**config.mk**
```make
export PLATFORM = sky130hd
export DESIGN_NAME = microslice_stream_deframer
export DESIGN_NICKNAME = d
export VERILOG_FILES = /design/src/rtl/msd_pkg.sv /design/src/rtl/msd_front.sv /design/src/rtl/msd_queue.sv /design/src/rtl/msd_back.sv /design/src/rtl/microslice_stream_deframer.sv
export SDC_FILE = /design/constraint.sdc
export NUM_CORES = 1
export LEC_CHECK = 0
export CORE_UTILIZATION = 56
export CTS_CLUSTER_SIZE = 16
export DETAILED_ROUTE_END_ITERATION = 6
export DONT_BUFFER_PORTS = 1
export GPL_ROUTABILITY_DRIVEN = 0
export MAX_ROUTING_LAYER = met4
export PLACE_DENSITY = 0.71
export SYNTH_ARGS = -nofsm -noshare
export SYNTH_HDL_FRONTEND = slang
export SYNTH_SLANG_ARGS = --single-unit
```
**constraint.sdc**
```tcl
create_clock -name clk -period 10.7 [get_ports clk]
set_clock_uncertainty 0.1 [all_clocks]
set_input_delay 1.605 -clock clk [delete_from_list [all_inputs] [get_ports clk]]
set_output_delay 1.605 -clock clk [all_outputs]
set_load 0.02 [all_outputs]
```
**src/rtl/msd_pkg.sv**
```systemverilog
// Shared types, constants and codes for the microslice stream deframer.
package msd_pkg;

  localparam int unsigned WORD_BYTES   = 4;
  localparam int unsigned HEADER_BYTES = 16;

  localparam logic [15:0] SLICES_PER_BLOCK_RST = 16'd1;
  localparam logic [31:0] SAFE_WORD_RST        = 32'h708b309e;

  // Configuration register indexes
  localparam int unsigned CFG_IDX_W = 8;
  localparam logic [CFG_IDX_W-1:0] CFG_SLICES_PER_BLOCK = 8'd0;
  localparam logic [CFG_IDX_W-1:0] CFG_SAFE_WORD        = 8'd1;

  // Queue between front and back
  localparam int unsigned QUEUE_DEPTH = 2;
  localparam int unsigned QPTR_W      = $clog2(QUEUE_DEPTH);
  localparam int unsigned QCNT_W      = $clog2(QUEUE_DEPTH + 1);

  typedef enum logic [1:0] {
    PH_HEADER,
    PH_PAYLOAD,
    PH_DISCARD
  } phase_t;

  typedef struct packed {
    logic        cmd;
    logic [31:0] data_word;
  } in_item_t;

  typedef struct packed {
    logic [31:0] write_offset;
    logic        block_done;
    logic [31:0] block_bytes;
    logic [15:0] block_slices;
    logic        seq_mismatch;
    logic [31:0] got_seq;
    logic [31:0] expected_seq;
    logic        resync_found;
    logic        size_error;
    logic [31:0] blocks_total;
  } out_item_t;

  // Classified request handed from front to back
  typedef struct packed {
    logic        cmd;
    logic [31:0] word;
    logic        is_safe;
    logic        size_bad;
    logic        size_hdr_only;
  } cls_item_t;

endpackage

```
**src/rtl/msd_front.sv**
```systemverilog
// Front end: accepts input requests and classifies each word.
module msd_front (
  input  msd_pkg::in_item_t  in_data,
  input  logic [31:0]        safe_word,
  output msd_pkg::cls_item_t cls
);

  // Precompute the compares the back end needs
  always_comb begin
    cls.cmd           = in_data.cmd;
    cls.word          = in_data.data_word;
    cls.is_safe       = (in_data.data_word == safe_word);
    cls.size_bad      = (in_data.data_word < 32'(msd_pkg::HEADER_BYTES)) ||
                        (in_data.data_word[1:0] != 2'b00);
    cls.size_hdr_only = (in_data.data_word == 32'(msd_pkg::HEADER_BYTES));
  end

endmodule

```
**src/rtl/msd_queue.sv**
```systemverilog
// Short FIFO between the front and back ends.
module msd_queue (
  input  logic               clk,
  input  logic               rst_n,
  input  logic               push,
  input  msd_pkg::cls_item_t push_data,
  output logic               full,
  input  logic               pop,
  output logic               not_empty,
  output msd_pkg::cls_item_t pop_data
);

  msd_pkg::cls_item_t                mem_r [msd_pkg::QUEUE_DEPTH];
  logic [msd_pkg::QPTR_W-1:0]        wptr_r, wptr_nxt;
  logic [msd_pkg::QPTR_W-1:0]        rptr_r, rptr_nxt;
  logic [msd_pkg::QCNT_W-1:0]        count_r, count_nxt;

  assign full      = (count_r == msd_pkg::QCNT_W'(msd_pkg::QUEUE_DEPTH));
  assign not_empty = (count_r != '0);
  assign pop_data  = mem_r[rptr_r];

  // Pointer and fill count update
  always_comb begin
    wptr_nxt  = wptr_r;
    rptr_nxt  = rptr_r;
    count_nxt = count_r;
    if (push) begin
      wptr_nxt = (wptr_r == msd_pkg::QPTR_W'(msd_pkg::QUEUE_DEPTH - 1)) ? '0 :
                 wptr_r + 1'b1;
    end
    if (pop) begin
      rptr_nxt = (rptr_r == msd_pkg::QPTR_W'(msd_pkg::QUEUE_DEPTH - 1)) ? '0 :
                 rptr_r + 1'b1;
    end
    case ({push, pop})
      2'b10:   count_nxt = count_r + 1'b1;
      2'b01:   count_nxt = count_r - 1'b1;
      default: count_nxt = count_r;
    endcase
  end

  always_ff @(posedge clk) begin
    if (!rst_n) begin
      wptr_r  <= '0;
      rptr_r  <= '0;
      count_r <= '0;
    end else begin
      wptr_r  <= wptr_nxt;
      rptr_r  <= rptr_nxt;
      count_r <= count_nxt;
    end
  end

  // Storage, no reset needed
  always_ff @(posedge clk) begin
    if (push) begin
      mem_r[wptr_r] <= push_data;
    end
  end

endmodule

```
**src/rtl/msd_back.sv**
```systemverilog
// Back end: deframing state, block accounting and the result register.
module msd_back (
  input  logic               clk,
  input  logic               rst_n,
  input  logic               q_valid,
  input  msd_pkg::cls_item_t q_data,
  output logic               q_pop,
  input  logic [15:0]        slices_per_block,
  output logic               out_valid,
  input  logic               out_ready,
  output msd_pkg::out_item_t out_data
);

  msd_pkg::phase_t    phase_r, phase_nxt;
  logic [1:0]         hidx_r, hidx_nxt;
  logic [31:0]        slice_bytes_r, slice_bytes_nxt;
  logic [31:0]        slice_size_r, slice_size_nxt;
  logic               size_bad_r, size_bad_nxt;
  logic               size_hdr_r, size_hdr_nxt;
  logic [15:0]        slices_r, slices_nxt;
  logic [31:0]        block_bytes_r, block_bytes_nxt;
  logic [31:0]        last_seq_r, last_seq_nxt;
  logic               seq_valid_r, seq_valid_nxt;
  logic               block_open_r, block_open_nxt;
  logic [31:0]        block_count_r, block_count_nxt;
  logic [31:0]        hdr_seq_r, hdr_seq_nxt;
  logic               out_valid_r;
  msd_pkg::out_item_t out_r, out_nxt;

  logic        take;
  logic        data_take;
  logic [31:0] bbs, sbs, sbs1, seq_inc;
  logic [15:0] sib, sib1;
  logic        hdr_last, mis, close_slice, done;

  // Pull from the queue whenever the result register is free or draining
  assign take      = q_valid && (!out_valid_r || out_ready);
  assign data_take = take && !q_data.cmd;
  assign q_pop     = take;
  assign out_valid = out_valid_r;
  assign out_data  = out_r;

  // Shared conditions; a closed block reopens with cleared counters
  assign bbs      = block_open_r ? block_bytes_r : '0;
  assign sbs      = block_open_r ? slice_bytes_r : '0;
  assign sib      = block_open_r ? slices_r : '0;
  assign sbs1     = sbs + 32'(msd_pkg::WORD_BYTES);
  assign seq_inc  = last_seq_r + 32'd1;
  assign hdr_last = (phase_r != msd_pkg::PH_PAYLOAD) &&
                    (phase_r != msd_pkg::PH_DISCARD) && (hidx_r == 2'd3);
  assign mis      = hdr_last && seq_valid_r && (hdr_seq_r != seq_inc);
  assign close_slice =
      ((phase_r == msd_pkg::PH_PAYLOAD) && (sbs1 == slice_size_r)) ||
      ((phase_r == msd_pkg::PH_DISCARD) && q_data.is_safe) ||
      (hdr_last && !mis && !size_bad_r && size_hdr_r);
  assign sib1 = close_slice ? sib + 16'd1 : sib;
  assign done = (sib1 == slices_per_block);

  // Next phase
  always_comb begin
    phase_nxt = phase_r;
    if (take) begin
      if (q_data.cmd) begin
        phase_nxt = msd_pkg::PH_HEADER;
      end else begin
        case (phase_r)
          msd_pkg::PH_PAYLOAD: begin
            phase_nxt = close_slice ? msd_pkg::PH_HEADER : msd_pkg::PH_PAYLOAD;
          end
          msd_pkg::PH_DISCARD: begin
            phase_nxt = q_data.is_safe ? msd_pkg::PH_HEADER : msd_pkg::PH_DISCARD;
          end
          default: begin
            if (!hdr_last) begin
              phase_nxt = msd_pkg::PH_HEADER;
            end else if (mis || size_bad_r) begin
              phase_nxt = msd_pkg::PH_DISCARD;
            end else if (size_hdr_r) begin
              phase_nxt = msd_pkg::PH_HEADER;
            end else begin
              phase_nxt = msd_pkg::PH_PAYLOAD;
            end
          end
        endcase
      end
    end
  end

  // Datapath and result
  always_comb begin
    hidx_nxt        = hidx_r;
    slice_bytes_nxt = slice_bytes_r;
    slice_size_nxt  = slice_size_r;
    size_bad_nxt    = size_bad_r;
    size_hdr_nxt    = size_hdr_r;
    slices_nxt      = slices_r;
    block_bytes_nxt = block_bytes_r;
    last_seq_nxt    = last_seq_r;
    seq_valid_nxt   = seq_valid_r;
    block_open_nxt  = block_open_r;
    block_count_nxt = block_count_r;
    hdr_seq_nxt     = hdr_seq_r;
    out_nxt         = '0;

    if (take && q_data.cmd) begin
      // Start command clears the run state
      hidx_nxt        = '0;
      slice_bytes_nxt = '0;
      slice_size_nxt  = '0;
      size_bad_nxt    = 1'b1;
      size_hdr_nxt    = 1'b0;
      slices_nxt      = '0;
      block_bytes_nxt = '0;
      last_seq_nxt    = '0;
      seq_valid_nxt   = 1'b0;
      block_open_nxt  = 1'b0;
      block_count_nxt = '0;
      hdr_seq_nxt     = '0;
    end else if (data_take) begin
      // Header capture
      if ((phase_r != msd_pkg::PH_PAYLOAD) && (phase_r != msd_pkg::PH_DISCARD)) begin
        if (hidx_r == 2'd0) begin
          slice_size_nxt = q_data.word;
          size_bad_nxt   = q_data.size_bad;
          size_hdr_nxt   = q_data.size_hdr_only;
        end
        if (hidx_r == 2'd1) begin
          hdr_seq_nxt = q_data.word;
        end
        hidx_nxt = hidx_r + 2'd1;
      end
      if (hdr_last) begin
        last_seq_nxt  = mis ? seq_inc : hdr_seq_r;
        seq_valid_nxt = 1'b1;
      end
      if (close_slice) begin
        hidx_nxt = '0;
      end
      slice_bytes_nxt = close_slice ? '0 : sbs1;
      slices_nxt      = sib1;
      block_bytes_nxt = bbs + 32'(msd_pkg::WORD_BYTES);
      block_open_nxt  = !done;
      block_count_nxt = done ? block_count_r + 32'd1 : block_count_r;

      out_nxt.write_offset = bbs;
      out_nxt.block_done   = done;
      out_nxt.block_bytes  = done ? block_bytes_nxt : '0;
      out_nxt.block_slices = done ? sib1 : '0;
      out_nxt.seq_mismatch = mis;
      out_nxt.got_seq      = hdr_last ? hdr_seq_r : '0;
      out_nxt.expected_seq = hdr_last ? (seq_valid_r ? seq_inc : hdr_seq_r) : '0;
      out_nxt.resync_found = (phase_r == msd_pkg::PH_DISCARD) && q_data.is_safe;
      out_nxt.size_error   = hdr_last && !mis && size_bad_r;
      out_nxt.blocks_total = block_count_nxt;
    end
  end

  // Run state and result valid
  always_ff @(posedge clk) begin
    if (!rst_n) begin
      phase_r       <= msd_pkg::PH_HEADER;
      hidx_r        <= '0;
      slice_bytes_r <= '0;
      slice_size_r  <= '0;
      size_bad_r    <= 1'b1;
      size_hdr_r    <= 1'b0;
      slices_r      <= '0;
      block_bytes_r <= '0;
      last_seq_r    <= '0;
      seq_valid_r   <= 1'b0;
      block_open_r  <= 1'b0;
      block_count_r <= '0;
      hdr_seq_r     <= '0;
      out_valid_r   <= 1'b0;
    end else begin
      phase_r       <= phase_nxt;
      hidx_r        <= hidx_nxt;
      slice_bytes_r <= slice_bytes_nxt;
      slice_size_r  <= slice_size_nxt;
      size_bad_r    <= size_bad_nxt;
      size_hdr_r    <= size_hdr_nxt;
      slices_r      <= slices_nxt;
      block_bytes_r <= block_bytes_nxt;
      last_seq_r    <= last_seq_nxt;
      seq_valid_r   <= seq_valid_nxt;
      block_open_r  <= block_open_nxt;
      block_count_r <= block_count_nxt;
      hdr_seq_r     <= hdr_seq_nxt;
      if (take) begin
        out_valid_r <= 1'b1;
      end else if (out_ready) begin
        out_valid_r <= 1'b0;
      end
    end
  end

  // Result payload
  always_ff @(posedge clk) begin
    if (take) begin
      out_r <= out_nxt;
    end
  end

endmodule

```
**src/rtl/microslice_stream_deframer.sv**
```systemverilog
// Microslice stream deframer top level: config registers, front, queue, back.
// Throughput: one word per cycle sustained while out_ready is high; every
// word yields one result. Each result passes through the front-to-back
// queue register and then the back end's result register.
// Reset: synchronous active-low rst_n clears run state, empties the queue and
// restores slices_per_block = 1 and safe_word = 0x708b309e.
module microslice_stream_deframer (
  input  logic                              clk,
  input  logic                              rst_n,
  input  logic                              in_valid,
  output logic                              in_ready,
  input  msd_pkg::in_item_t                 in_data,
  output logic                              out_valid,
  input  logic                              out_ready,
  output msd_pkg::out_item_t                out_data,
  input  logic                              cfg_valid,
  output logic                              cfg_ready,
  input  logic [msd_pkg::CFG_IDX_W-1:0]     cfg_index,
  input  logic [31:0]                       cfg_data
);

  logic [15:0]        slices_per_block_r;
  logic [31:0]        safe_word_r;
  msd_pkg::cls_item_t cls;
  msd_pkg::cls_item_t q_data;
  logic               q_full, q_valid, q_pop, push;

  assign cfg_ready = 1'b1;
  assign in_ready  = !q_full;
  assign push      = in_valid && !q_full;

  // Configuration registers
  always_ff @(posedge clk) begin
    if (!rst_n) begin
      slices_per_block_r <= msd_pkg::SLICES_PER_BLOCK_RST;
      safe_word_r        <= msd_pkg::SAFE_WORD_RST;
    end else if (cfg_valid) begin
      case (cfg_index)
        msd_pkg::CFG_SLICES_PER_BLOCK: slices_per_block_r <= cfg_data[15:0];
        msd_pkg::CFG_SAFE_WORD:        safe_word_r        <= cfg_data;
        default: ;
      endcase
    end
  end

  msd_front u_front (
    .in_data   (in_data),
    .safe_word (safe_word_r),
    .cls       (cls)
  );

  msd_queue u_queue (
    .clk       (clk),
    .rst_n     (rst_n),
    .push      (push),
    .push_data (cls),
    .full      (q_full),
    .pop       (q_pop),
    .not_empty (q_valid),
    .pop_data  (q_data)
  );

  msd_back u_back (
    .clk              (clk),
    .rst_n            (rst_n),
    .q_valid          (q_valid),
    .q_data           (q_data),
    .q_pop            (q_pop),
    .slices_per_block (slices_per_block_r),
    .out_valid        (out_valid),
    .out_ready        (out_ready),
    .out_data         (out_data)
  );

endmodule

```
Word level (Yosys, flattened, before mapping)
Memories as Yosys holds them, arrays and structs flattened. A register that Yosys moved wholly into a read port is not among the register bits.
Cells that the tools add are included.
- register bits after elaboration: 449
- bits in writable memories: 72
- input bits: 78
- output and inout port bits: 183
- logic and storage cells: 128
- memories: 1
- add/subtract/negate cells: 10
- $lt $le $gt $ge: 1
- equal/unequal tests: 15
- muxes and demuxes: 26
- bitwise operators: 4
- reductions and logical operators: 42
- memory list (name ; words ; bits a word ; read ports ; clocked after Yosys merged registers in ; write ports ; line ; RTL):
    u_queue.mem_r ; 2 ; 36 ; 1 ; 1 ; 1 ; msd_queue.sv:13 ; msd_pkg::cls_item_t mem_r [msd_pkg::QUEUE_DEPTH];
- operators by type and width (cell ; count):
    $mux 32 ; 6
    $add 32x1->32 const B ; 2
    $add 32x3->32 const B ; 2
    $eq 32x32->1 ; 2
    $eq 32x5->1 const B ; 1
    $lt 32x5->1 const B ; 1
    $mux 16 ; 2
    $ne 32x32->1 ; 1
    $add 16x1->16 const B ; 1
    $eq 16x16->1 ; 1
    $logic_and 1x1->1 ; 14
    $mux 2 ; 6
    $mux 1 ; 10
    $reduce_bool 2->1 ; 5
    $eq 2x2->1 const B ; 4
    $eq 8x1->1 const B ; 1
    $logic_not 8->1 ; 1
    $pmux 2 s2 ; 2
    $reduce_and 2->1 ; 4
    $eq 2x1->1 const B ; 3
    $logic_not 1->1 ; 6
    $reduce_and 3->1 ; 2
    $reduce_or 3->1 ; 2
    $logic_or 1x1->1 ; 5
    8 further kinds ; 14

Logic depth before layout (Yosys ltp)
Gate-level depths: netlist of run 1.
- depth after elaboration: 14
- mapped depth: 31
- depth with buffers taken out: 17

Modules after synthesis
From an unflattened synthesis of run 1, not the netlist that was laid out.
- cells, all modules: 3047
- area total of the unflattened synthesis: 27644.0 sq um
- by module, submodules not included (module ; instances ; cells an instance ; area each (sq um) ; seq. area each (sq um)):
    msd_back ; 1 ; 2616 ; 22117.5 ; 9749.4
    msd_queue ; 1 ; 134 ; 2808.9 ; 2262.2
    microslice_stream_deframer ; 1 ; 207 ; 2020.7 ; 960.9
    msd_front ; 1 ; 90 ; 696.9 ; 0.0

Worst setup path before layout of run 1
Ideal clock, no wire load.
- path kind: input to register
- start: in out_ready
- end: reg u_queue.count_r[1] in the netlist's numbering
- library setup time: 0.076 ns
- arrival time: 8.570 ns
- data required time: 10.524 ns
- path slack: 1.955 ns
- cell stages on the path: 7
- buffers on the path: 1
- cell sequence: nor2b_1 -> or2_2 -> inv_1 -> clkbuf_1 -> ha_1 -> or3_1 -> a21boi_0
- longest elaborated chain between the ends: 4
- elaborated cells between the ends (all ways): 6
- classes of those cells: eq/ne: 2; mux: 1; reduce/logical: 3
- ends and longest elaborated chain (what ; line ; RTL):
    start, declared ; microslice_stream_deframer.sv:14 ; input logic out_ready,
    $logic_or 1x1->1 (*) ; msd_back.sv:37 ; assign take = q_valid && (!out_valid_r || out_ready);
    $logic_and 1x1->1 (*) ; msd_back.sv:37 ;
    named net q_pop ; microslice_stream_deframer.sv:26 ; logic q_full, q_valid, q_pop, push;
    $eq 2x1->1 / $eq 2x2->1 (equally long branches) ; msd_queue.sv:35 ; case ({push, pop})
    $pmux 2 s2 / $reduce_bool 2->1 (equally long branches) ; n/a ;
    end signal, assigned ; msd_queue.sv:50 ; count_r <= count_nxt;
    end, declared ; msd_queue.sv:16 ; logic [msd_pkg::QCNT_W-1:0] count_r, count_nxt;
Mark *: on every way through the listed nets, which the timed path passes. The rest lies on a longest branch.
A chain may end at the register's enable or synchronous reset.

Final worst setup path of run 1
- start: reg u_back.block_open_r
- end: reg u_back.out_r (netlist bit u_back.out_data[21]) (data pin)
- longest elaborated chain between the ends: 9
- elaborated cells between the ends (all ways): 11
- classes of those cells: add/sub: 2; eq/ne: 2; mux: 4; reduce/logical: 3
- ends and longest elaborated chain (what ; line ; RTL):
    start, declared ; msd_back.sv:24 ; logic block_open_r, block_open_nxt;
    start signal, assigned ; msd_back.sv:186 ; block_open_r <= block_open_nxt;
    $mux 32 ; msd_back.sv:45 ; assign sbs = block_open_r ? slice_bytes_r : '0;
    $add 32x3->32 ; msd_back.sv:47 ; assign sbs1 = sbs + 32'(msd_pkg::WORD_BYTES);
    $eq 32x32->1 ; msd_back.sv:53 ; ((phase_r == msd_pkg::PH_PAYLOAD) && (sbs1 == slice_size_r)) ||
    $logic_and 1x1->1 ; msd_back.sv:53 ;
    $logic_or 1x1->1 ; msd_back.sv:53 ;
    $logic_or 1x1->1 ; msd_back.sv:54 ; ((phase_r == msd_pkg::PH_DISCARD) && q_data.is_safe) ||
    $mux 16 (*) ; msd_back.sv:56 ; assign sib1 = close_slice ? sib + 16'd1 : sib;
    $eq 16x16->1 (*) ; msd_back.sv:57 ; assign done = (sib1 == slices_per_block);
    $mux 32 (*) ; msd_back.sv:143 ; block_count_nxt = done ? block_count_r + 32'd1 : block_count_r;
    end signal, assigned ; msd_back.sv:200 ; out_r <= out_nxt;
    end, declared ; msd_back.sv:28 ; msd_pkg::out_item_t out_r, out_nxt;
Mark *: on every way between the ends. The rest lies on a longest branch, timed or not.

==> results_tabular.tex, run 1 <==
\begin{tabular}{lr}
\hline
Metric & Value \\
\hline
\multicolumn{2}{l}{\textbf{STA}} \\
\quad Setup repair after global routing missed its margin & no \\
\quad Final-report setup violation count & 0 \\
\quad Slew @ Worst Pin & 1.23 ns \\
\quad Fin crit share & 61.6\% \\
\quad Minimum clock period after layout & 6.59 ns \\
\quad Worst Slack Setup Final & 4.11 ns \\
\quad Fin Setup TNS & 0 ns \\
\quad Count of final hold-check violations & 0 \\
\quad Tightest slew margin relative to the limit & 17.8\% \\
\quad Final number of max-transition violations & 0 \\
\quad Maximum frequency from static timing analysis & 152 MHz \\
\multicolumn{2}{l}{\textbf{Floorplanning}} \\
\quad DIE WIDTH & 221 um \\
\quad Die ar. & 49000 um2 \\
\quad Number of placed I/O pins & 261 \\
\quad Placeable core area & 47000 um2 \\
\quad Standard-cell rows & 79 \\
\quad Die boundary height & 221 um \\
\quad Initial Utilization & 57.4\% \\
\multicolumn{2}{l}{\textbf{Synth}} \\
\quad Synth Area in Simple Gates & 23.4\% \\
\quad Dominant synthesized flop cell & sky130\_fd\_sc\_hd\_\_dfxtp\_1 \\
\quad Yosys top cell by area & sky130\_fd\_sc\_hd\_\_edfxtp\_1 \\
\quad Arithmetic-cell share of the synthesized area counting full adders, half adders and majority gates & 0.511\% \\
\quad Synthesized area divided by synthesized cell count & 9.24 um2 \\
\quad Cells after Synth & 2915 \\
\quad Ys async rst share & 0\% \\
\quad Synthesized net count & 3004 \\
\quad Leading cell types by total area after synthesis & sky130\_fd\_sc\_hd\_\_edfxtp\_1, sky130\_fd\_sc\_hd\_\_dfxtp\_1, sky130\_fd\_sc\_hd\_\_nand2\_1 \\
\quad Fraction of synthesized cell area in xor and xnor cells & 5.98\% \\
\quad Compound-gate portion of the synthesized area & 15.7\% \\
\quad Total of flip-flops plus latches after synthesis & 522 \\
\quad Synth top area share & 28.1\% \\
\quad Portion of the post-synthesis area used by sequential elements & 48.2\% \\
\quad Total standard cell area after synthesis & 26900 um2 \\
\quad Combinational family with the most area after synthesis & simple AND/OR/NAND/NOR gates \\
\quad Post-synthesis mux area share & 2.37\% \\
\quad Yosys warning total & 0 \\
\quad Synth unique cells & 100 \\
\quad Number of flops mapped to enable cells by yosys & 252 \\
\multicolumn{2}{l}{\textbf{Clock network}} \\
\quad Clock Sinks & 522 \\
\quad H-Tree Level Count & 2 \\
\quad Clock-pin slew on the worst setup and hold paths & 0.07 ns \\
\quad Library cell used as clock root buffer & sky130\_fd\_sc\_hd\_\_clkbuf\_16 \\
\quad Hold-fix buffers at CTS & 0 \\
\quad CTS tree & built \\
\quad Count of cells resized by post-cts repair & 0 \\
\quad Clock latency of the later-clocked register in the worst-skew pair & 0.64 ns \\
\quad Setup repair bufs after CTS & 0 \\
\quad Clock buffer depth & 3 \\
\quad TritonCTS buffer count & 54 \\
\multicolumn{2}{l}{\textbf{Hold path}} \\
\quad Type of the worst min-delay path & flip-flop to flip-flop \\
\quad Instance count along the most critical hold path & 2 \\
\multicolumn{2}{l}{\textbf{Place}} \\
\quad Setup WS pre-CTS & 4.34 ns \\
\quad Count of buffers inserted at the top-level ports & 0 \\
\quad Sum of net half-perimeters after detailed placement & 49.9 mm \\
\quad Placement Cell Area & 27000 um2 \\
\multicolumn{2}{l}{\textbf{GRT}} \\
\quad Vias in the first global route & 20500 \\
\quad Wire length of the first global-routing pass & 115 mm \\
\quad Total routing usage reported by global routing & 30.1\% \\
\quad Sum of overflow across all layers after global routing & 0 \\
\quad Maximum number of pins on one net before global-route repair & 128 \\
\quad Initial antenna violation count & 1 \\
\multicolumn{2}{l}{\textbf{Cells and area}} \\
\quad Most common cell after layout, fill and taps aside & sky130\_fd\_sc\_hd\_\_nand2\_1 \\
\quad Share of the core filled with cells in the final layout & 61.6\% \\
\quad Area added between synthesis and finish & 7.36\% \\
\quad Final nets & 2865 \\
\quad Most frequent cells in the layout & sky130\_fd\_sc\_hd\_\_nand2\_1, sky130\_fd\_sc\_hd\_\_nor2\_1, sky130\_fd\_sc\_hd\_\_dfxtp\_1, sky130\_fd\_sc\_hd\_\_edfxtp\_1, sky130\_fd\_sc\_hd\_\_a21oi\_1 \\
\quad Ratio of cells with drive above 1 in the final layout & 6.59\% \\
\quad Number of diodes & 0 \\
\quad Final std cell area, no fill & 28900 um2 \\
\multicolumn{2}{l}{\textbf{Worst setup path}} \\
\quad Setup crit end kind & flip-flop \\
\quad Required time of the worst setup path & 11.05 ns \\
\quad Kind of critical path & flip-flop to flip-flop \\
\quad Crit-path max cell delay & 0.73 ns \\
\quad Worst reg2reg path depth & 17 \\
\quad Crit start category & flip-flop \\
\quad Slowest cell on crit path & sky130\_fd\_sc\_hd\_\_dfxtp\_4 \\
\quad Signal arrival time at the worst endpoint & 6.94 ns \\
\quad Most used cell along the critical path & sky130\_fd\_sc\_hd\_\_nand3\_1 \\
\quad CP max FO & 127 \\
\quad CP Cell Sequence & and2\_1 -> ha\_1 -> nand3\_1 -> nor4\_1 -> nand3\_1 -> xnor2\_1 -> nor3b\_1 -> nand3\_1 -> nor4\_2 -> a31o\_2 -> nor2\_2 -> o41a\_1 -> o2111a\_2 -> nand4\_4 -> buf\_4 -> o21ai\_0 -> a21oi\_1 \\
\multicolumn{2}{l}{\textbf{Routing}} \\
\quad TritonRoute pass-1 iters & 7 \\
\quad Via count & 22400 \\
\quad Top layer in use & met4 \\
\quad Via/cell ratio & 6.52 \\
\quad Number of remaining DRC errors & 71 \\
\quad Met2 wire length & 33.1 mm \\
\quad Initial DRC count & 2894 \\
\quad Drt wl/cell & 21.4 um \\
\quad Met1 Wirelength & 30.8 mm \\
\quad Wire length on met3 & 6.72 mm \\
\quad Antenna-violating nets left & 0 \\
\quad Routed wire length & 73.4 mm \\
\multicolumn{2}{l}{\textbf{Pwr}} \\
\quad IR drop worst, VDD & 0.160 mV \\
\quad Power per Cell Area & 216 nW/um2 \\
\quad Static Leakage & 8.95 nW \\
\quad Total design power & 6.23 mW \\
\multicolumn{2}{l}{\textbf{Flow run}} \\
\quad Max-capacitance violation count & 0 \\
\multicolumn{2}{l}{\textbf{Outcome}} \\
\quad Violated checks & design-rule violations \\
\quad Outcome & finished, violations left \\
\hline
\end{tabular}
[area by class of cell]
type | instances | area, um2
multi-input cells | 2137 | 13000
well taps | 607 | 759
flip-flops and latches | 522 | 13000
inverters | 38 | 150
clock buffers | 69 | 1490
repair buffers | 23 | 173
fillers | 3884 | 18000
clock inverters | 33 | 403
[registers in the layout, summed over array words and instances, names as in the netlist, 2 cells and up, named ones only]
signal	count
u_back.phase_r	2
u_back.slices_r	16
u_back.block_bytes_r	32
u_back.slice_bytes_r	32
u_queue.mem_r	72
u_back.last_seq_r	32
u_back.hidx_r	2
u_back.block_count_r	32
safe_word_r	32
u_back.slice_size_r	32
slices_per_block_r	16
u_queue.count_r	2
u_back.hdr_seq_r	32
u_back.out_data	180
[routing by layer]
layer | global-route usage, % | vias to the layer above
li1 | - | 10300
met1 | 40.3 | 10600
met2 | 45.6 | 1201
met3 | 5.36 | 246
met4 | 11.3 | 0
met5 | - | -
[metrics by stage]
stage | std cells | hold WS [ns]
4_1_cts | 3429 | 0.378
6_report | 3429 | 0.372
3_5_place_dp | 3327 | 0.368
2_1_floorplan | 2915 | 0.338
5_1_grt | 3429 | 0.389
3_3_place_gp | 3327 | 0.353
[cell families after synthesis]
logic type | after synthesis
AOI/OAI and AO/OA | 653
buffers and inverters | 256
xor gates and xnor gates | 176
and+or+nand+nor | 1233
other | 1
muxes | 63
adders and majority gates | 11
DFF | 522
[cell usage after synthesis, types with 45 or more instances]
library cell,number
sky130_fd_sc_hd__nand2_1,327
sky130_fd_sc_hd__nor2_1,281
sky130_fd_sc_hd__dfxtp_1,270
sky130_fd_sc_hd__edfxtp_1,252
sky130_fd_sc_hd__a21oi_1,183
sky130_fd_sc_hd__clkbuf_1,150
sky130_fd_sc_hd__o21ai_0,142
sky130_fd_sc_hd__nand3_1,102
sky130_fd_sc_hd__xnor2_1,86
sky130_fd_sc_hd__xor2_1,84
sky130_fd_sc_hd__nor3_1,79
sky130_fd_sc_hd__a211oi_1,75
sky130_fd_sc_hd__and2_1,72
sky130_fd_sc_hd__o31ai_1,62
sky130_fd_sc_hd__or3_1,62
sky130_fd_sc_hd__mux2i_1,59
sky130_fd_sc_hd__nor2b_1,50
sky130_fd_sc_hd__nand4_1,46
sky130_fd_sc_hd__nor4_1,45
[power by group]
part / total, mW / switching, mW / internal (mW)
combinational: 1.04 / 0.760 / 0.280
sequential: 3.21 / 0.615 / 2.60
clock: 1.98 / 0.819 / 1.16
total: 6.23 / 2.19 / 4.04
[worst paths after layout]
kind	from	end	slack (ns)
setup / recovery	u_back.block_open_r	u_back.out_data[21]	4.11
hold / removal	u_back.block_bytes_r[0]	u_back.block_bytes_r[0]	0.37
setup reg to reg	u_back.block_open_r	u_back.out_data[21]	4.11
hold reg to reg	u_back.block_bytes_r[0]	u_back.block_bytes_r[0]	0.37
[worst max-delay path: cells and delay by family (launching register included)]
family | cells | cell delay, ns
AOI/OAI and AO/OA | 5 | 1.39
xor gates and xnor gates | 1 | 0.29
adders and majority gates | 1 | 0.30
buffers and inverters | 1 | 0.72
DFF | 1 | 0.73
and+or+nand+nor | 9 | 2.73
Power figures use the tool's default switching activity.
==> run 2, diff against run 1 <==
--- a/config.mk
+++ b/config.mk
@@ -5,13 +5,14 @@
 export SDC_FILE = /design/constraint.sdc
 export NUM_CORES = 1
 export LEC_CHECK = 0
+export ABC_AREA = 1
 export CORE_UTILIZATION = 56
 export CTS_CLUSTER_SIZE = 16
 export DETAILED_ROUTE_END_ITERATION = 6
 export DONT_BUFFER_PORTS = 1
 export GPL_ROUTABILITY_DRIVEN = 0
 export MAX_ROUTING_LAYER = met4
-export PLACE_DENSITY = 0.71
+export PLACE_DENSITY = 0.74
 export SYNTH_ARGS = -nofsm -noshare
 export SYNTH_HDL_FRONTEND = slang
 export SYNTH_SLANG_ARGS = --single-unit
==> constraint.sdc (replaced) <==
create_clock -name clk -period 5.3 [get_ports clk]
set_clock_uncertainty 0.1 [all_clocks]
set_input_delay 0.795 -clock clk [delete_from_list [all_inputs] [get_ports clk]]
set_output_delay 0.795 -clock clk [all_outputs]
set_load 0.02 [all_outputs]
==> results_tabular.tex, run 2 <==
\begin{tabular}{lr}
\hline
Metric & Value \\
\hline
\multicolumn{2}{l}{\textbf{Outcome}} \\
\quad Outcome & completed \\
\multicolumn{2}{l}{\textbf{Synth}} \\
\quad Top-count cell post-synth & sky130\_fd\_sc\_hd\_\_nand2\_1 \\
\quad Yosys warning total & 0 \\
\quad Synthesized area divided by synthesized cell count & 8.08 um2 \\
\quad Leading cell types by total area after synthesis & sky130\_fd\_sc\_hd\_\_edfxtp\_1, sky130\_fd\_sc\_hd\_\_dfxtp\_1, sky130\_fd\_sc\_hd\_\_nand2\_1 \\
\quad Portion of the post-synthesis area used by sequential elements & 51.2\% \\
\quad Commonest cells in the netlist & sky130\_fd\_sc\_hd\_\_nand2\_1, sky130\_fd\_sc\_hd\_\_inv\_1, sky130\_fd\_sc\_hd\_\_nor2\_1 \\
\quad Total of flip-flops plus latches after synthesis & 522 \\
\quad Synth top area share & 29.9\% \\
\quad Cells after Synth & 3136 \\
\quad Synthesized net count & 3225 \\
\quad Synth unique cells & 46 \\
\quad Ys async rst share & 0\% \\
\quad Dominant synthesized flop cell & sky130\_fd\_sc\_hd\_\_dfxtp\_1 \\
\quad Yosys top cell by area & sky130\_fd\_sc\_hd\_\_edfxtp\_1 \\
\quad Total standard cell area after synthesis & 25300 um2 \\
\quad Number of flops mapped to enable cells by yosys & 252 \\
\multicolumn{2}{l}{\textbf{Hold path}} \\
\quad Type of the worst min-delay path & input pin to flip-flop \\
\quad Instance count along the most critical hold path & 1 \\
\multicolumn{2}{l}{\textbf{Floorplanning}} \\
\quad Die ar. & 46100 um2 \\
\quad Die boundary height & 215 um \\
\quad Standard-cell rows & 77 \\
\quad Number of placed I/O pins & 261 \\
\quad DIE WIDTH & 215 um \\
\quad Placeable core area & 44400 um2 \\
\quad Initial Utilization & 57.0\% \\
\multicolumn{2}{l}{\textbf{Cells and area}} \\
\quad Final nets & 3169 \\
\quad Most common cell after layout, fill and taps aside & sky130\_fd\_sc\_hd\_\_nand2\_1 \\
\quad Final non-filler cell total & 3716 \\
\quad Area added between synthesis and finish & 9.29\% \\
\quad Most frequent cells in the layout & sky130\_fd\_sc\_hd\_\_nand2\_1, sky130\_fd\_sc\_hd\_\_inv\_1, sky130\_fd\_sc\_hd\_\_nor2\_1, sky130\_fd\_sc\_hd\_\_dfxtp\_1, sky130\_fd\_sc\_hd\_\_edfxtp\_1 \\
\quad Ratio of cells with drive above 1 in the final layout & 6.31\% \\
\quad Number of diodes & 0 \\
\quad Flip-flop count of the largest register, all copies and words added & 180 \\
\multicolumn{2}{l}{\textbf{Clock network}} \\
\quad Clock buffer depth & 3 \\
\quad Clock Sinks & 522 \\
\quad H-Tree Level Count & 2 \\
\quad Hold-fix buffers at CTS & 0 \\
\quad Library cell used as clock root buffer & sky130\_fd\_sc\_hd\_\_clkbuf\_16 \\
\quad Clock latency of the later-clocked register in the worst-skew pair & 0.60 ns \\
\quad Clock-pin slew on the worst setup and hold paths & 0.07 ns \\
\quad TritonCTS buffer count & 53 \\
\quad CTS tree & built \\
\multicolumn{2}{l}{\textbf{Worst setup path}} \\
\quad Startpoint of the most critical register-to-register path & u\_back.block\_open\_r \\
\quad Worst reg2reg path depth & 28 \\
\quad Crit start category & flip-flop \\
\quad Reg2Reg Capture Point & u\_back.block\_count\_r[23] \\
\quad Kind of critical path & flip-flop to flip-flop \\
\quad Launch point of the critical path & u\_back.block\_open\_r \\
\quad Slowest cell on crit path & sky130\_fd\_sc\_hd\_\_dfxtp\_4 \\
\quad CP max FO & 89 \\
\quad Setup crit end kind & flip-flop \\
\quad Most used cell along the critical path & sky130\_fd\_sc\_hd\_\_nand2\_1 \\
\quad Critical path capture point & u\_back.block\_count\_r[23] \\
\quad Required time of the worst setup path & 5.65 ns \\
\quad Signal arrival time at the worst endpoint & 5.24 ns \\
\quad Crit-path max cell delay & 0.52 ns \\
\quad Worst reg2reg setup slack & 0.41 ns \\
\multicolumn{2}{l}{\textbf{STA}} \\
\quad Count of final hold-check violations & 0 \\
\quad Tightest slew margin relative to the limit & 22.2\% \\
\quad Final number of max-transition violations & 0 \\
\quad Worst Slack Setup Final & 0.409 ns \\
\quad Fin crit share & 92.3\% \\
\quad Minimum clock period after layout & 4.89 ns \\
\quad Setup repair after global routing missed its margin & no \\
\quad Post-route worst hold slack & 0.181 ns \\
\quad Fin Setup TNS & 0 ns \\
\quad Maximum frequency from static timing analysis & 204 MHz \\
\quad Slew @ Worst Pin & 1.17 ns \\
\quad Final-report setup violation count & 0 \\
\multicolumn{2}{l}{\textbf{Routing}} \\
\quad Via count & 21300 \\
\quad Via/cell ratio & 5.74 \\
\quad Number of remaining DRC errors & 0 \\
\quad Drt wl/cell & 18.4 um \\
\quad Initial DRC count & 2091 \\
\quad Antenna-violating nets left & 0 \\
\quad Routed wire length & 68.6 mm \\
\quad TritonRoute pass-1 iters & 6 \\
\multicolumn{2}{l}{\textbf{Pwr}} \\
\quad IR drop worst, VDD & 0.698 mV \\
\quad Static Leakage & 10.9 nW \\
\quad Power per Cell Area & 485 nW/um2 \\
\multicolumn{2}{l}{\textbf{GRT}} \\
\quad Wire length of the first global-routing pass & 109 mm \\
\quad Initial antenna violation count & 0 \\
\quad Vias in the first global route & 20400 \\
\quad Total routing usage reported by global routing & 30.4\% \\
\quad Maximum number of pins on one net before global-route repair & 186 \\
\quad Sum of overflow across all layers after global routing & 0 \\
\multicolumn{2}{l}{\textbf{Place}} \\
\quad Number of placed cells counting well taps & 3615 \\
\quad Count of buffers inserted at the top-level ports & 0 \\
\quad Setup WS pre-CTS & 0.323 ns \\
\quad Sum of net half-perimeters after detailed placement & 47.5 mm \\
\multicolumn{2}{l}{\textbf{Flow run}} \\
\quad Max-capacitance violation count & 0 \\
\hline
\end{tabular}
## run 2: cell count changes in the layout (fill, tap and decap cells not counted), sizes merged, moves of 64 or more
cell | before | now
nand2 | 327 | 730
inv | 39 | 395
nand3 | 105 | 246
a211oi | 76 | 1
and2 | 73 | 1
nor2 | 284 | 348
## run 2: how the worst min path moves through the flow
stage / startpoint / endpoint / slack (ns)
after detailed placement: u_back.slice_bytes_r[0] / u_back.slice_bytes_r[0] / 0.34
after global routing: in_data[32] / u_queue.mem_r[1][35] / 0.16
after global placement: u_back.slice_bytes_r[0] / u_back.slice_bytes_r[0] / 0.34
after floorplan: u_back.slice_bytes_r[0] / u_back.slice_bytes_r[0] / 0.32
final: rst_n / safe_word_r[23] / 0.18
after CTS: rst_n / safe_word_r[4] / 0.16
## run 2: repair_timing
action	in CTS	in global routing
resized for setup	0	4
endpoints found under the setup margin	0	59
buffers inserted	0	2
endpoints found under the hold margin	0	0
## run 2: power by group
group | total (mW) | leakage, nW | internal, mW | switching, mW
Combinational | 2.55 | 5.36 | 0.609 | 1.94
Clock | 4.09 | 0.925 | 2.48 | 1.61
Sequential | 6.78 | 4.65 | 5.49 | 1.29
Total | 13.4 | 10.9 | 8.59 | 4.84
## run 2: kinds of logic after synthesis
kind of cell    share of synthesized area [%]
compound gates                           9.51
xor+xnor                                 4.04
fa+ha+maj                               0.543
buf+inv                                  8.35
flops                                    51.2
mux                                      1.50
other cells                            0.0148
simple gates                             24.8
## run 2: area by class of cell
class,instances,area (um2)
clock inverters,35,503
inverters,397,1500
flip-flops and latches,522,13000
fillers,3745,16700
repair buffers,24,246
well taps,592,741
clock buffers,64,1410
multi-input cells,2082,10300
## run 2: metrics by stage
| step | area [um2] | util, % | total power, mW |
|---|---|---|---|
| 2_1_floorplan | 25300 | - | 8.51 |
| 3_3_place_gp | 25700 | 57.9 | 9.30 |
| 3_5_place_dp | 25700 | 57.9 | 9.38 |
| 4_1_cts | 27600 | 62.2 | 13.5 |
| 5_1_grt | 27700 | 62.3 | 13.9 |
| 6_report | 27700 | 62.3 | 13.4 |
## run 2: critical path, delay by kind of cell (launching register included)
| kind | cells | cell delay (ns) |
|---|---|---|
| flops | 1 | 0.52 |
| compound gates | 1 | 0.06 |
| simple gates | 22 | 2.93 |
| buf+inv | 5 | 1.08 |
## run 2: per-layer routing
metal / vias to the layer above / GRT usage, % / share of wire (%)
met5: - / - / 0
met4: 0 / 15.3 / 5.5
met3: 217 / 6.00 / 8.7
met2: 1024 / 47.6 / 46
met1: 9915 / 37.6 / 40
li1: 10200 / - / -
